$ cat src/design/ccsc_div_cell.sv
// ----------------------------------------------------------------------------
// ccsc_div_cell
// One restoring division step that resolves one quotient bit per beat.
// ----------------------------------------------------------------------------
`default_nettype none

module ccsc_div_cell #(
  parameter int REM_W  = 8,
  parameter int DEN_W  = 8,
  parameter int Q_W    = 8,
  parameter int SHIFT  = 0,
  parameter int SIDE_W = 1
) (
  input  wire logic              clk,
  input  wire logic              rst,
  input  wire logic              ce,
  input  wire logic              valid_in,
  input  wire logic [REM_W-1:0]  rem_in,
  input  wire logic [DEN_W-1:0]  den_in,
  input  wire logic [Q_W-1:0]    q_in,
  input  wire logic [SIDE_W-1:0] side_in,
  output logic                   valid_out,
  output logic [REM_W-1:0]       rem_out,
  output logic [DEN_W-1:0]       den_out,
  output logic [Q_W-1:0]         q_out,
  output logic [SIDE_W-1:0]      side_out
);

  localparam int CMP_W = ((REM_W > DEN_W + SHIFT) ? REM_W : DEN_W + SHIFT) + 1;

  logic [CMP_W-1:0] trial;
  logic [CMP_W-1:0] rem_ext;
  logic             ge;
  logic [REM_W-1:0] rem_next;

  assign trial    = {{(CMP_W-DEN_W){1'b0}}, den_in} << SHIFT;
  assign rem_ext  = {{(CMP_W-REM_W){1'b0}}, rem_in};
  assign ge       = rem_ext >= trial;
  assign rem_next = ge ? REM_W'(rem_ext - trial) : rem_in;

  always_ff @(posedge clk) begin
    if (rst) begin
      valid_out <= 1'b0;
    end else if (ce) begin
      valid_out <= valid_in;
    end
  end

  always_ff @(posedge clk) begin
    if (ce) begin
      rem_out  <= rem_next;
      den_out  <= den_in;
      q_out    <= {q_in[Q_W-2:0], ge};
      side_out <= side_in;
    end
  end

endmodule

`default_nettype wire

$ cat config.mk
export PLATFORM = sky130hd
export DESIGN_NAME = ccsc_div_cell
export DESIGN_NICKNAME = d
export VERILOG_FILES = /design/src/design/ccsc_div_cell.sv
export SDC_FILE = /design/constraint.sdc
export NUM_CORES = 1
export LEC_CHECK = 0
export BUFFER_PORTS_ARGS = -buffer_cell sky130_fd_sc_hd__buf_2
export CAP_MARGIN = 10
export CORE_MARGIN = 4
export CORE_UTILIZATION = 35
export CTS_CLUSTER_SIZE = 8
export DETAILED_ROUTE_END_ITERATION = 8
export REMOVE_ABC_BUFFERS = 1
export SLEW_MARGIN = 20
export SYNTH_ARGS = -nofsm -noshare
export SYNTH_HDL_FRONTEND = slang
export SYNTH_SLANG_ARGS = --single-unit
export TNS_END_PERCENT = 10
$ cat constraint.sdc
create_clock -name clk -period 2.6 [get_ports clk]
set_input_delay 0.13 -clock clk [delete_from_list [all_inputs] [get_ports clk]]
set_output_delay 0.13 -clock clk [all_outputs]
set_load 0.02 [all_outputs]
Word-level counts from Yosys, hierarchy flattened
Index checks and enable logic that the tools add are counted.
Storage, ports and cells
  output and inout bits: 26
  logic and storage cells: 8
  register bits after elaboration: 26
Cells by class
  $add $sub $neg: 1
  magnitude comparators: 1
  mux-type cells: 1
Operators by type and width (count)
  8-bit >= comparator: 1
  8-bit 2-to-1 mux: 1
  8-bit subtractor: 1

Logic depth before layout (Yosys ltp)
Gate-level depths: netlist (run 1).
  word-level depth: 2
  mapped depth: 8
  depth with buffers taken out: 8

Worst setup path before layout (run 1)
OpenSTA, ideal clock, no wires.
  kind: input to register
  from: input rem_in[0]
  to: register rem_out[2], data pin
  arrival time: 1857 ps
  slack: 484 ps
  buffers on the path: 0
  stages on the path: 8
  path through: inv_1 -> ha_1 -> fa_1 -> nand2b_1 -> a21oi_4 -> o221ai_2 -> a22oi_4 -> mux2_2
Between the ends
  longest elaborated chain between the ends: 2
  elaborated cells on any way between the ends: 3
  classes of those cells: 1 x add/sub; 1 x order compare; 1 x mux
RTL lines
  start, declared: RTL line 18  | input wire logic [REM_W-1:0] rem_in,
  8-bit >= comparator: RTL line 38  | assign ge = rem_ext >= trial;
  net ge: RTL line 33  | logic ge;
  8-bit 2-to-1 mux: RTL line 39  | assign rem_next = ge ? REM_W'(rem_ext - trial) : rem_in;
  net rem_next[2]: RTL line 34  | logic [REM_W-1:0] rem_next;
  end signal, assigned: RTL line 51  | rem_out <= rem_next;
  end, declared: RTL line 23  | output logic [REM_W-1:0] rem_out,
The timed path passes the listed nets, and every way through them passes these cells.
A chain may end at the register's enable or synchronous reset.

Worst setup path in the final report (run 1)
  from: input rem_in[0]
  to: register rem_out[3], data pin
Same word-level chain as after synthesis.

==> metrics.cfg, run 1 <==
[cells_and_area]
n_antenna_cell=0
multi_input_area_sq_um=477
drive_gt1_share_pct=44.3
nFillCells=350
utilization_pct=48.1
final_common_cell=buf_2
layout_common_cells=buf_2 (53), edfxtp_1 (25), inv_1 (11)
syn_to_final_growth_pct=28.5
final_nets=188
final_cell_area_sq_um=1660
regArea_sq_um=771

[synth]
synth-edff-count=25
ys_ff_latch=26
yosysWarnings=0
synth_ff_type=edfxtp_1
ys_types=30
synth_async_sr_flop_share_pct=0
synthCells=92
syn-mean-instance-area_sq_um=14.0
yosysSeqAreaShare_pct=59.8
syn_area_sq_um=1290

[die]
ioPinCount=55
core-area_sq_um=3440
rows=21
die_y_microns=68.7
die_w_microns=68.7
initial_core_util_pct=37.4
die_area_sq_um=4720

[sta]
setup_viol=0
fmax_ghz=0.479
min_period_ns=2.09
rsz0062_at_grt=no
slew_viol_final=0
setup-tns-final_ns=0
tightest_slew_ns=0.576
slew_headroom_pct=61.6
hold_viol=0
fin_skew_ns=0
finalCritPeriodShare_pct=80.3

[run]
cap_violations=0

[routing]
drtIter0Drc=49
avgRoutedWirePerCell_microns=12.6
ant_nets=0
vias_per_cell=4.68
drt-pass1-iter-count=4
vias=912
drt-total-wl_mm=2.46
drc=0

[worst_setup_path]
worstSetupPathType=in -> reg
setup.worst_path.start_class=primary input
critPathMaxFanout=8
critPathMaxStageDelay_ns=0.40
slowest_stage=fa_1
cp.arrival_ns=2.11
cp_cell_sequence=buf_2 > inv_1 > ha_1 > fa_1 > nand2b_1 > a21oi_4 > o221ai_2 > a22oi_4 > mux2_2
end_kind=flop
critPathRequiredTime_ns=2.62

[hold_path]
hold_class=in -> reg

[cts]
clockBufferDepth=2
cts_num_sinks=26
clk_latency_ns=0.26
cts-buffers-inserted=3
clkTransAtPathRegs_ns=0.08
cts_tree=yes
htreeDepth=1
clock-root-buffer=clkbuf_8
post_cts_buffers=0
cts_hold_buf=0
ctsResizeCount=0

[global_routing]
grt_pass1_vias=818
grt.total_usage_pct=10.2
grt_pass1_wl_mm=3.59
gr-total-overflow=0
antenna_found_initial=0
grt_max_degree=27

[power]
p_leak_uw=0.000735
power_per_cell_area_nw_per_um2=596
vdd_ir_drop_max_mv=0.182

[placed_design]
placed_area_sq_um=1610
dpl.hpwl_mm=2.01
place.gp.congestion=0.753
io_buffers=53

[outcome]
status=finished clean

-- flip-flops by register name, summed over array words and instances (netlist names) --
name and count:
side_out 1, valid_out 1, q_out 8, rem_out 8
den_out 8
-- metrics by stage --
step | hold WS (ns) | setup slack [ns] | power, uW | instances
final | 0.0160 | 0.512 | 987 | 195
after global routing | 0.00720 | 0.384 | 1050 | 195
after detailed placement | 0.296 | 0.203 | 779 | 191
after global placement | 0.287 | 0.234 | 771 | 191
after floorplan | 0.202 | 0.484 | 691 | 92
after CTS | 0.0125 | 0.506 | 999 | 195
-- path summary, 6_finish.rpt --
path | start | slack [ns] | cells past startpoint | to
setup / recovery | rem_in[0] | 0.51 | 9 | rem_out[3]
hold / removal | rst | 0.02 | 2 | valid_out
setup reg to reg | valid_out | 2.02 | 2 | valid_out
hold reg to reg | valid_out | 0.50 | 2 | valid_out
-- per-layer routing --
| metal | GRT usage (%) | part of all wire (%) | vias up |
|---|---|---|---|
| li1 | - | - | 457 |
| met1 | 11.6 | 39 | 422 |
| met2 | 18.0 | 52 | 29 |
| met3 | 2.92 | 8.0 | 4 |
| met4 | 3.72 | 1.1 | 0 |
| met5 | 0 | 0 | - |
-- area by class of cell --
type | instances | share of cell area, %
clock buffer | 3 | 2.49
clock inverter | 1 | 0.227
inverter | 11 | 2.49
multi-input combinational | 55 | 28.8
sequential | 26 | 46.5
tap | 46 | 3.47
timing repair buffer | 53 | 16.0
-- synthesized netlist by cell type (2+ instances only) --
library cell / number / area [sq um]
mux2_2: 5 / 56.3
o21ai_0: 2 / 10.0
nand2b_1: 3 / 18.8
a21oi_1: 4 / 20.0
nor2b_1: 2 / 12.5
xnor2_1: 2 / 17.5
mux2i_1: 3 / 30.0
ha_1: 8 / 100
o21a_1: 2 / 15.0
inv_1: 11 / 41.3
edfxtp_1: 25 / 751
nor2_1: 6 / 22.5
nand3_1: 2 / 10.0
-- cells by family after synthesis --
logic type / Yosys count / share of synthesized area, %
AOI/OAI and AO/OA: 18 / 12.2
xor gates and xnor gates: 3 / 2.04
adders and majority gates: 9 / 9.32
buffers and inverters: 11 / 3.20
DFF: 26 / 59.8
muxes: 8 / 6.70
and+or+nand+nor: 17 / 6.70
-- critical path: cells and delay by family --
kind | cells | cell delay [ns]
mux | 1 | 0.38
buf+inv | 2 | 0.11
compound gates | 3 | 0.66
fa+ha+maj | 2 | 0.63
simple gates | 1 | 0.19
-- report_power, final --
part / internal (uW) / total [uW] / switching [uW]
sequential: 507 / 515 / 8.04
combinational: 103 / 250 / 147
clock: 106 / 222 / 116
No activity file was read; power rests on OpenSTA's default activity.
==> run 2: changes to the inputs <==
==> constraint.sdc (replaced) <==
create_clock -name clk -period 1.7 [get_ports clk]
set_input_delay 0.085 -clock clk [delete_from_list [all_inputs] [get_ports clk]]
set_output_delay 0.085 -clock clk [all_outputs]
set_load 0.02 [all_outputs]
==> run 2 against run 1 <==
Effect of this change: the run now ends with setup timing left; count of clock-buffer cells in the layout unchanged; sequential power increased by 53%; wire length up 24%; clock power rose by 61%; worst hold slack got worse by 0.0096 ns; cell area increased by 20%; critical path type unchanged; highest routed layer unchanged.
==> metrics.cfg, run 2 (synthesized netlist as in run 1, its figures left out) <==
[die]
initial_core_util_pct=37.4  ; unchanged
ioPinCount=55  ; unchanged
die_w_microns=68.7  ; unchanged
rows=21  ; unchanged
die_y_microns=68.7  ; unchanged
core-area_sq_um=3440  ; unchanged
die_area_sq_um=4720  ; unchanged

[hold_path]
hold_end=den_out[4]  ; was valid_out
holdCritStartpoint=den_in[4]  ; was rst
hold_path_depth=1  ; was 2
hold_class=in -> reg  ; unchanged

[sta]
slew_headroom_pct=60.1  ; was 61.6%
rsz0062_at_grt=yes  ; was no
min_period_ns=1.72
tightest_slew_ns=0.598  ; was 0.576 ns
fin_worst_hold_slack_ns=0.00642  ; was 0.0160 ns
finalWorstSetupSlack_ns=-0.0213  ; was 0.512 ns
slew_viol_final=0  ; unchanged
fmax_ghz=0.581
hold_viol=0  ; unchanged
finalCritPeriodShare_pct=101
fin_skew_ns=0  ; unchanged
setup_viol=5  ; was 0

[power]
p_leak_uw=0.000900  ; was 0.000735 uW
seq_power_share_pct=47.6  ; was 52.2%
clkPwrFrac_pct=21.6  ; was 22.5%
power.internal_uw=1180  ; was 715 uW
power_per_cell_area_nw_per_um2=831  ; was 596 nW/um^2
power_uw=1660  ; was 987 uW
p_sw_uw=471  ; was 272 uW
vdd_ir_drop_max_mv=0.364  ; was 0.182 mV
switching_share_pct=28.5  ; was 27.5%
power_frac_comb_pct=30.8  ; was 25.3%

[worst_setup_path]
critPathMaxFanout=6  ; was 8
setup.worst_path.start_class=primary input  ; unchanged
end_kind=flop  ; unchanged
worstSetupPathType=in -> reg  ; unchanged
r2r_slack_ns=1.09  ; was 2.02 ns
worstRegToRegCells=2  ; unchanged
cp_cell_sequence=buf_6 > inv_4 > ha_4 > fa_2 > nand2b_4 > a21oi_4 > o221ai_4 > a22oi_4 > buf_12 > mux2_4  ; was buf_2 > inv_1 > ha_1 > fa_1 > nand2b_1 > a21oi_4 > o221ai_2 > a22oi_4 > mux2_2
cp-startpoint=rem_in[0]  ; unchanged
critPathRequiredTime_ns=1.73  ; was 2.62 ns
reg2reg_from=valid_out  ; unchanged
slowest_stage=fa_2  ; was fa_1
r2r-end=valid_out  ; unchanged
critPathMaxStageDelay_ns=0.33  ; was 0.40 ns
cp.arrival_ns=1.75  ; was 2.11 ns

[routing]
vias_per_cell=4.65  ; was 4.68
drt-pass1-iter-count=4  ; unchanged
avgRoutedWirePerCell_microns=13.6  ; was 12.6 microns
vias=1041  ; was 912
drt-total-wl_mm=3.05  ; was 2.46 mm
ant_nets=0  ; unchanged
drtIter0Drc=18  ; was 49
drc=0  ; unchanged

[placed_design]
dpl.hpwl_mm=2.20  ; was 2.01 mm
dp_cells=202  ; was 191
place.gp.congestion=0.844  ; was 0.753
io_buffers=53  ; unchanged

[global_routing]
grt.total_usage_pct=12.8  ; was 10.2%
antenna_found_initial=0  ; unchanged
grt_pass1_vias=1041  ; was 818
grt_pass1_wl_mm=4.42  ; was 3.59 mm
grt_max_degree=27  ; unchanged
gr-total-overflow=0  ; unchanged

[cts]
clockBufferDepth=2  ; unchanged
cts_tree=yes  ; unchanged
clock-root-buffer=clkbuf_8  ; unchanged
cts-buffers-inserted=3  ; unchanged
clkTransAtPathRegs_ns=0.09  ; was 0.08 ns
cts_num_sinks=26  ; unchanged
htreeDepth=1  ; unchanged
clk_latency_ns=0.27  ; was 0.26 ns

[cells_and_area]
final_common_cell=buf_2  ; unchanged
n_antenna_cell=0  ; unchanged
syn_to_final_growth_pct=54.7  ; was 28.5%
final_cell_count_no_fill=224  ; was 195
layout_common_cells=buf_2 (51), edfxtp_1 (25), dlygate4sd3_1 (14), buf_4 (14), inv_1 (10)  ; was buf_2 (53), edfxtp_1 (25), inv_1 (11)
final_nets=217  ; was 188
top_regs=den_out (8), q_out (8), rem_out (8)  ; unchanged
drive_gt1_share_pct=48.3  ; was 44.3%

[run]
cap_violations=0  ; unchanged

[outcome]
violations=setup timing
status=finished with violations  ; was finished clean

==> run 2: power groups by stage <==
stage                     clock (uW)  combinational (uW)  sequential [uW]
after floorplan                    0                 168              889
after global placement             0                 411              802
after detailed placement           0                 424              804
after CTS                        366                 495              789
after global routing             391                 550              794
final                            358                 510              788
==> run 2: worst max-delay path by stage <==
stage / to / depth (start not counted)
floorplan: rem_out[2] / 8
global placement: rem_out[5] / 9
detailed placement: rem_out[4] / 9
CTS: rem_out[4] / 10
global route: rem_out[5] / 10
finish: rem_out[3] / 10
==> run 2: final cells by class <==
cell class / instances / area (sq um)
clock buffer: 3 / 41.3
clock inverter: 1 / 3.75
multi-input combinational: 55 / 533
inverter: 11 / 43.8
timing repair buffer: 82 / 543
tap: 46 / 57.6
fill: 296 / 1450
sequential: 26 / 771
==> run 2: what timing repair did <==
item / in CTS / in global routing
buffers inserted: 4 / 0
gates resized for setup: 14 / 2
pin swaps: 5 / 4
hold buffers: 11 / 3
endpoints found under the setup margin: 8 / 8
hold endpoints to repair: 11 / 3
==> run 2: per-layer routing <==
layer	wire length (microns)	vias to the layer above	share of wire [%]	GRT usage [%]
li1	-	514	-	-
met1	1210	486	40	13.2
met2	1550	32	51	23.1
met3	184	9	6.0	2.43
met4	109	0	3.6	8.93
met5	0	-	0	0
==> run 2: per-stage QoR <==
| stage | utilization, % | setup TNS (ns) | area, sq um | setup slack [ns] |
|---|---|---|---|---|
| floorplan | - | -2.11 | 1290 | -0.371 |
| global placement | 49.2 | -3.36 | 1690 | -0.455 |
| detailed placement | 49.2 | -3.94 | 1690 | -0.516 |
| CTS | 56.6 | -0.209 | 1950 | -0.0409 |
| global route | 57.9 | -0.491 | 1990 | -0.0837 |
| finish | 57.9 | -0.0850 | 1990 | -0.0213 |
==> run 2: worst max-delay path: cells and delay by family <==
family / cells / cell delay (ns)
adder cells (fa/ha/maj): 2 / 0.48
AO/OA/AOI/OAI: 3 / 0.48
multiplexers: 1 / 0.30
buffers and inverters: 3 / 0.25
AND/OR/NAND/NOR: 1 / 0.15
