===== config.mk =====
export PLATFORM = sky130hd
export DESIGN_NAME = ccsc_out_skid
export DESIGN_NICKNAME = d
export VERILOG_FILES = /design/src/design/ccsc_pkg.sv /design/src/design/ccsc_out_skid.sv
export SDC_FILE = /design/constraint.sdc
export NUM_CORES = 1
export LEC_CHECK = 0
export ABC_CLOCK_PERIOD_IN_PS = 20900
export BUFFER_PORTS_ARGS = -buffer_cell sky130_fd_sc_hd__clkbuf_2
export CORE_MARGIN = 5
export CORE_UTILIZATION = 24
export CTS_BUF_LIST = sky130_fd_sc_hd__clkbuf_4
export DETAILED_ROUTE_END_ITERATION = 10
export PLACE_DENSITY_LB_ADDON = 0.2
export SLEW_MARGIN = 20
export SYNTH_ARGS = -nofsm -noshare
export SYNTH_HDL_FRONTEND = slang
export SYNTH_SLANG_ARGS = --single-unit

===== constraint.sdc =====
create_clock -name clk -period 20.9 [get_ports clk]
set_clock_uncertainty 0.15 [all_clocks]
set_input_delay 4.18 -clock clk [delete_from_list [all_inputs] [get_ports clk]]
set_output_delay 4.18 -clock clk [all_outputs]
set_load 0.01 [all_outputs]

===== src/design/ccsc_pkg.sv =====
// ----------------------------------------------------------------------------
// ccsc_pkg
// Shared types and constants of the 2x2 chi-square classifier pipeline.
// ----------------------------------------------------------------------------
`default_nettype none

package ccsc_pkg;

  localparam int CNT_W   = 16;
  localparam int ID_W    = 24;
  localparam int FREQ_W  = 23;
  localparam int RATIO_W = 30;
  localparam int CHI_W   = 32;

  localparam logic [2:0] REG_BAND_TOTAL  = 3'd0;
  localparam logic [2:0] REG_GRAND_TOTAL = 3'd1;
  localparam logic [2:0] REG_THRESH_LOW  = 3'd2;
  localparam logic [2:0] REG_THRESH_MID  = 3'd3;
  localparam logic [2:0] REG_THRESH_HIGH = 3'd4;

  localparam logic [31:0] THRESH_LOW_RST  = 32'd251724;
  localparam logic [31:0] THRESH_MID_RST  = 32'd434898;
  localparam logic [31:0] THRESH_HIGH_RST = 32'd709624;

  localparam logic [1:0] DIR_EQUAL  = 2'd0;
  localparam logic [1:0] DIR_HIGHER = 2'd1;
  localparam logic [1:0] DIR_LOWER  = 2'd2;

  localparam logic [1:0] STATUS_OK   = 2'd0;
  localparam logic [1:0] STATUS_ZERO = 2'd1;
  localparam logic [1:0] STATUS_BAD  = 2'd2;

  localparam logic [1:0] LEVEL_NONE = 2'd0;
  localparam logic [1:0] LEVEL_P05  = 2'd1;
  localparam logic [1:0] LEVEL_P01  = 2'd2;
  localparam logic [1:0] LEVEL_P001 = 2'd3;

  localparam logic [29:0] RATIO_CAP   = 30'd655359344;
  localparam logic [29:0] RATIO_CAPP1 = 30'd655359345;
  localparam logic [22:0] FO_SMALL    = 23'd6;

  typedef struct packed {
    logic [ID_W-1:0]  id;
    logic             bad;
    logic             zm;
    logic             dir_ok;
    logic [1:0]       dir;
    logic             bt_zero;
    logic             other_zero;
    logic [38:0]      fb_num;
    logic [38:0]      fo_num;
    logic [CNT_W-1:0] bt;
    logic [CNT_W-1:0] other;
  } hdr_t;

  typedef struct packed {
    hdr_t hdr;
    logic sat;
  } chi_side_t;

  typedef struct packed {
    logic [ID_W-1:0]  id;
    logic             bad;
    logic             zm;
    logic             dir_ok;
    logic [1:0]       dir;
    logic [CHI_W-1:0] chi;
  } frq_side_t;

  typedef struct packed {
    frq_side_t         f;
    logic [FREQ_W-1:0] fb;
    logic [FREQ_W-1:0] fo;
    logic              force_cap;
  } rat_side_t;

  typedef struct packed {
    logic [RATIO_W-1:0] ratio;
    logic [FREQ_W-1:0]  freq_other;
    logic [FREQ_W-1:0]  freq_band;
    logic [CHI_W-1:0]   chi_square;
    logic [1:0]         direction;
    logic [1:0]         level;
    logic [ID_W-1:0]    result_id;
  } res_data_t;

  typedef struct packed {
    res_data_t  data;
    logic [1:0] status;
  } res_t;

endpackage

`default_nettype wire


===== src/design/ccsc_out_skid.sv =====
// ----------------------------------------------------------------------------
// ccsc_out_skid
// Output register with a skid entry that decouples the pipeline from stalls.
// ----------------------------------------------------------------------------
`default_nettype none

module ccsc_out_skid (
  input  wire logic         clk,
  input  wire logic         rst,
  input  wire logic         in_valid,
  input  ccsc_pkg::res_t    in_data,
  output logic              ce,
  output logic              out_valid,
  input  wire logic         out_ready,
  output ccsc_pkg::res_t    out_data
);
  import ccsc_pkg::*;

  logic skid_valid;
  res_t skid;
  logic take;

  assign ce   = !skid_valid;
  assign take = !out_valid || out_ready;

  always_ff @(posedge clk) begin
    if (rst) begin
      out_valid  <= 1'b0;
      skid_valid <= 1'b0;
    end else if (take) begin
      if (skid_valid) begin
        out_valid  <= 1'b1;
        skid_valid <= 1'b0;
      end else begin
        out_valid <= in_valid;
      end
    end else if (in_valid && !skid_valid) begin
      skid_valid <= 1'b1;
    end
  end

  always_ff @(posedge clk) begin
    if (take) begin
      out_data <= skid_valid ? skid : in_data;
    end else if (in_valid && !skid_valid) begin
      skid <= in_data;
    end
  end

endmodule

`default_nettype wire


# After elaboration in Yosys (flattened, before gate mapping)
# Index checks and enable logic that the tools add are counted.
# W data, S select, Z words.
# op_classes
mux	2
bitwise	1
reduce_logical	6
# ops
cell	count
$mux W138	1
$logic_not A1 Y1	2
$reduce_and A2 Y1	1
$reduce_or A2 Y1	1
$logic_and A1 B1 Y1	1
$logic_or A1 B1 Y1	1
$mux W1	1
$not A1 Y1	1
# word_totals
regBits	278
input_bits	142
out_inout_bits	140

# Depth between registers and ports, before layout
# Gate-level depths: netlist (run 1).
# depth
depth_word	4
ltp_mapped	5
mapped_depth_nobuf	2

# Worst setup path before layout (run 1)
# Ideal clock, no wire load.
# synth_path
kind	input to register
from	in out_ready
to	reg skid[0] (netlist bit) (enable)
setup_ps	831
arrival_ps	17988
required_time_ps	19919
slack_ps	1931
cell_stages	2
path_buffers	0
cell_sequence	nand2b_1 > nor3b_1
# synth_between
elab_chain_cells	3
# synth_lines
item	line_no	rtl
start, declared	ccsc_out_skid.sv:14	input wire logic out_ready,
$logic_or A1 B1 Y1	ccsc_out_skid.sv:24	assign take = !out_valid || out_ready;
$not A1 Y1 (no line)	--	
$reduce_and A2 Y1 (no line)	--	
end signal, assigned	ccsc_out_skid.sv:46	skid <= in_data;
end, declared	ccsc_out_skid.sv:20	res_t skid;
# Every way passes these cells.
# A chain may end at the register's enable or synchronous reset.

# Worst setup path after layout (run 1)
# layout_path
from	in out_ready
to	reg skid[66] (netlist bit) (enable)
# layout_between
elab_chain_cells	3
# layout_lines
item	line_no	rtl
$logic_or A1 B1 Y1	ccsc_out_skid.sv:24	
net take	ccsc_out_skid.sv:21	logic take;
$not A1 Y1 (no line)	--	
$reduce_and A2 Y1 (no line)	--	
# The timed path passes the listed nets, and every way through them passes these cells.

==> flow_summary.toml, run 1 <==
[cts]
ctsHoldBuffers = 0
cts_sinks = 278
post_cts_resized = 0
clock_latency_ns = 0.75
tritoncts = "done"
clockRootBuffer = "clkbuf_4"
clock_path_buffers = 3
cts_buffers = 84
htreeDepth = 3
path_clk_slew_ns = 0.07
post_cts_buffers = 0

[final_layout]
fillCellCount = 4386
drive_gt1_frac = 0.6507
nets = 939
final_util = 0.3134
synthToLayoutAreaGrowth_pct = 29.65

[logic_synthesis]
synth_seq_cells = 278
ys_types = 12
synth.most_common_cell = "edfxtp_1"
synthesis.nets = 580
synthFlopType = "edfxtp_1"
yosys-top-cells-area = "edfxtp_1 80%, mux2_4 13%, mux2_2 5.5%"
synthArstFlopShare = 0
synth_area_leader_cell = "edfxtp_1"
syn_avg_cell_area_um2 = 23.72
netlist_top_cells_count = "276 x edfxtp_1, 87 x mux2_4, 51 x mux2_2"
yosys.area.top_type_share = 0.7978
ys_seq_area_frac = 0.8016
synth_area_um2 = 10390
synth_edf_count = 276
yosysWarnings = 0
syn_inst = 438

[sta]
tns_ns = 0
finalHoldViolations = 0
worst_pin_slew_ns = 0.9806
setup_viol = 0
maxSlewHeadroom = 0.3463
rsz0062_at_grt = "no"
fin_ws_ns = 15.20
period_minus_slack_ns = 5.702
period_share = 0.2728
report.final.slew_viol_count = 0
clock.fmax_ghz = 0.1754

[setup_path]
crit_arrival_ns = 5.92
reg2reg_slack_ns = 18.25
startpoint_type = "primary input"
cp.required_ns = 21.11
cp_slowest_stage_delay_ns = 0.69
critical_path_peak_fanout = 60
cp-end-kind = "register"
cpMostUsedCell = "buf_4"
slowest_stage = "buf_4"
crit_chain = "clkbuf_2, nand2b_4, nor3b_2, buf_4, buf_4"
critPathKind = "primary input to register"

[detailed_routing]
firstDrtPassIters = 4
via_per_inst = 3.796
wl_per_cell_um = 16.48
vias = 5474
postRouteWirelength_um = 23770
drc_errors = 0
drtIter0Drc = 237
final_antenna_net_count = 0

[power_and_ir_drop]
p_leak_nw = 5.306
p_per_area_nw_per_um2 = 92.02
worst_ir_drop_vdd_uv = 35.85

[flow_run]
timing.max_cap.violations = 0

[die]
row_count = 76
dieArea_um2 = 47550
fp.dieH_um = 218.1
io_pins = 282
core_region_area_um2 = 42980
start_util = 0.2417
die_w_um = 218.1

[run_status]
outcome = "finished clean"

[global_routing]
grt_overflow_total = 0
grt_max_degree = 66
grtUsageTotal = 0.09884
grt_pass1_wl_um = 35330
grt_pass1_vias = 5867
antenna_found_initial = 3

[place]
numPortBuffers = 281
dpl_worst_slack_ns = 14.42
dp_hpwl_um = 15280
place_congestion = 0.7026

[hold_path]
hp-class = "register to register"
==> layout by cell type (no fill, tap or decap) <==
cell type and n:
dfxtp_4 1, nor3b_2 1, mux2_4 87, nand2b_4 1, edfxtp_1 276, a21oi_1 1
diode_2 1, mux2_2 51, clkinvlp_4 2, clkbuf_4 122, clkbuf_2 281, clkinv_2 2
inv_2 1, clkinv_1 18, inv_1 1, nor2_1 1, nor3_1 1, dfxtp_1 1
buf_4 8
==> cell type report <==
| class | count | area, µm² | share of cell area |
|---|---|---|---|
| Timing Repair Buffer | 289 | 1466 | 0.1089 |
| Clock buffer | 122 | 915.9 | 0.06800 |
| Clock inverter | 23 | 96.34 | 0.007153 |
| Inverter | 1 | 3.754 | 0.0002787 |
| Tap cell | 585 | 732.0 | 0.05434 |
| Antenna cell | 1 | 2.502 | 0.0001858 |
| Multi-Input combinational cell | 143 | 1921 | 0.1426 |
| Sequential cell | 278 | 8332 | 0.6186 |
==> power by group <==
part | switching, mW | leakage [nW] | internal (mW)
Combinational | 0.0444 | 2.00 | 0.0422
Sequential | 0.00776 | 2.70 | 0.645
Clock | 0.234 | 0.602 | 0.266
Total | 0.286 | 5.31 | 0.953
==> layer usage <==
layer  share of wire  vias up  global-route usage
met5          0.0014        -                   0
met4           0.034        4             0.05526
met1            0.41     2655              0.1141
li1                -     2531                   -
met2            0.46      228              0.1461
met3            0.10       56             0.05387
==> critical path, delay by kind of cell <==
kind | cells | cell delay [ns]
buffers and inverters | 3 | 1.08
AND/OR/NAND/NOR | 2 | 0.53
==> flip-flops by register name, indices dropped and copies added, names as in the netlist <==
name	flops
skid_valid	1
skid	138
out_valid	1
out_data	138
==> final timing paths <==
path	endpoint	start	depth (start not counted)
max	skid[66]	out_ready	5
min	out_data[86]	skid[86]	1
max reg2reg	out_data[35]	skid_valid	3
min reg2reg	out_data[86]	skid[86]	1
==> logic make-up (layout without fill, tap and decap cells) <==
logic type,count (synthesis),in the layout,synth area share
flip-flops,278,278,0.8016
multiplexers,138,138,0.1810
buffers and inverters,17,435,0.01469
AND/OR/NAND/NOR,4,4,0.002168
AO/OA/AOI/OAI,1,1,0.0004813
other,0,1,0
==> per-stage QoR <==
stage	total power, mW	cell area [µm²]	hold slack, ns	cells
floorplan	0.7105	10390	0.3731	438
global placement	0.7542	12450	0.3761	1296
detailed placement	0.7544	12450	0.3810	1296
CTS	1.275	13470	0.3627	1441
global route	1.314	13470	0.3912	1442
finish	1.239	13470	0.3655	1442
(Power assumes the default switching activity.)
==> run 2, diff against run 1 <==
ABC_AREA = 1   (was unset)
ABC_CLOCK_PERIOD_IN_PS = 5080   (was 20900)
clock period = 5.08 ns   (was 20.9 ns; I/O delays follow)
==> run 2 against run 1 <==
- die area is 2.2% lower
- cell count up 16%
- setup slack got worse by 13 ns
- synthesized area fell by 2.3%
- critical path depth down 3
- final area decreased by 2.0%
- critical path type is now register to output pin
==> flow_summary.toml, run 2 <==
[cts]
cts_buffers = 80
clock_path_buffers = 3
post_cts_buffers = 0
cts_sinks = 278
clock_latency_ns = 0.70
tritoncts = "done"
htreeDepth = 3
ctsHoldBuffers = 0
post_cts_resized = 0
path_clk_slew_ns = 0.06
clockRootBuffer = "clkbuf_4"

[run_status]
outcome = "finished clean"

[logic_synthesis]
synth_area_leader_cell = "edfxtp_1"
synth_edf_count = 276
yosysWarnings = 0
synthArstFlopShare = 0
yosys.area.top_type_share = 0.8167
netlist_top_cells_count = "417 x nand2_1, 276 x edfxtp_1, 16 x buf_2"
syn_inst = 734
synth_area_um2 = 10150
syn_avg_cell_area_um2 = 13.83
ys_seq_area_frac = 0.8206
yosys-top-cells-area = "edfxtp_1 82%, nand2_1 15%, buf_6 1.2%"
synth_seq_cells = 278
ys_types = 12
synthesis.nets = 876
synthFlopType = "edfxtp_1"
synth.most_common_cell = "nand2_1"

[power_and_ir_drop]
p_leak_nw = 5.747
worst_ir_drop_vdd_uv = 162.8
p_per_area_nw_per_um2 = 396.2

[setup_path]
crit_arrival_ns = 1.52
slowest_stage = "dfxtp_4"
cp-end-kind = "output pin"
cp_slowest_stage_delay_ns = 0.35
critical_path_peak_fanout = 29
crit_chain = "inv_4, clkbuf_2"
startpoint_type = "register"
timing.rr.end = "skid[48]"
reg2reg_from = "out_valid"
worstRegToRegCells = 3
reg2reg_slack_ns = 2.73
cp.required_ns = 3.91
critPathKind = "register to output pin"

[detailed_routing]
postRouteWirelength_um = 25680
final_antenna_net_count = 0
vias = 6531
via_per_inst = 3.901
drc_errors = 0
firstDrtPassIters = 4
wl_per_cell_um = 15.34
drtIter0Drc = 331

[sta]
period_share = 0.5296
period_minus_slack_ns = 2.690
maxSlewHeadroom = 0.3655
clock.fmax_ghz = 0.3717
worst_pin_slew_ns = 0.9518
rsz0062_at_grt = "no"
fin_hold_ws_ns = 0.3432
tns_ns = 0
finalHoldViolations = 0
setup_viol = 0
report.final.slew_viol_count = 0

[final_layout]
drive_gt1_frac = 0.3728
top_regs = "out_data x138, skid x138"
layout_commonest_cell = "nand2_1"
nets = 1217
final_cell_mix = "416 x nand2_1, 281 x clkbuf_2, 276 x edfxtp_1, 121 x clkbuf_4, 11 x clkinv_1"
fin_area_um2 = 13200
synthToLayoutAreaGrowth_pct = 30.05

[place]
dp_hpwl_um = 16330
numPortBuffers = 281
place_congestion = 0.6862
place_area_um2 = 12130

[hold_path]
holdCritStartpoint = "in_data[67]"
hold-path-endpoint = "skid[67]"
hold_depth = 1
hp-class = "primary input to register"

[global_routing]
grt_pass1_vias = 6802
grt_pass1_wl_um = 39280
antenna_found_initial = 5
grtUsageTotal = 0.1092
grt_max_degree = 74
grt_overflow_total = 0

[die]
start_util = 0.2425
row_count = 75
die_w_um = 215.6
dieArea_um2 = 46500
io_pins = 282
core_region_area_um2 = 41850
fp.dieH_um = 215.6

[flow_run]
timing.max_cap.violations = 0
-- run 2: cell types whose count changed in the layout (fill, tap and decap cells not counted), moves of 2 or more --
cell       change
diode_2        +2
mux2_4        -87
buf_12         +2
nand2_1      +416
clkinv_1       -7
bufinv_16      +3
mux2_2        -51
-- run 2: kinds of logic (layout without fill, tap and decap cells) --
kind of cell,after synthesis,count (layout),synth area share
other cells,0,3,0
simple gates,421,421,0.1558
compound gates,1,1,0.0004927
flops,278,278,0.8206
buf+inv,34,432,0.02306
-- run 2: final cells by class --
type | instances | area (µm²)
clock buffer | 121 | 908.4
clock inverter | 18 | 152.6
antenna | 3 | 7.507
timing repair buffer | 290 | 1499
sequential | 278 | 8332
inverter | 3 | 13.76
tap | 539 | 674.4
multi-input combinational | 422 | 1610
fill | 4356 | 28660
-- run 2: where the power goes --
group | switching [mW] | total, mW | leakage (nW) | internal (mW)
clock network | 0.926 | 2.16 | 0.629 | 1.23
registers | 0.0442 | 2.72 | 2.71 | 2.67
logic | 0.223 | 0.354 | 2.41 | 0.132
total | 1.19 | 5.23 | 5.75 | 4.04
-- run 2: routing by layer --
layer / GRT usage / up-vias / wire, µm
met1: 0.1463 / 2987 / 11940
met4: 0.04672 / 4 / 545
met3: 0.04821 / 43 / 2466
met5: 0 / - / 21
li1: - / 3223 / -
met2: 0.1533 / 274 / 10710
-- run 2: critical path, delay by kind of cell (launching register included) --
family                 cells  cell delay, ns
buffers and inverters      2            0.48
flip-flops                 1            0.35
-- run 2: metrics by stage --
stage,setup WS [ns],cells,utilization,power [mW]
final,2.390,1674,0.3153,5.230
after global routing,2.221,1673,0.3153,5.535
after CTS,2.215,1671,0.3152,5.361
after detailed placement,1.770,1532,0.2898,3.131
after global placement,1.764,1532,0.2898,3.132
after floorplan,0.3150,734,-,2.910
-- run 2: how the worst max path moves through the flow --
stage / start / cells past startpoint / endpoint
CTS: skid_valid / 2 / ce
global placement: out_ready / 5 / skid[44]
detailed placement: out_ready / 5 / skid[44]
global route: skid_valid / 2 / ce
finish: skid_valid / 2 / ce
floorplan: out_ready / 3 / skid[0]
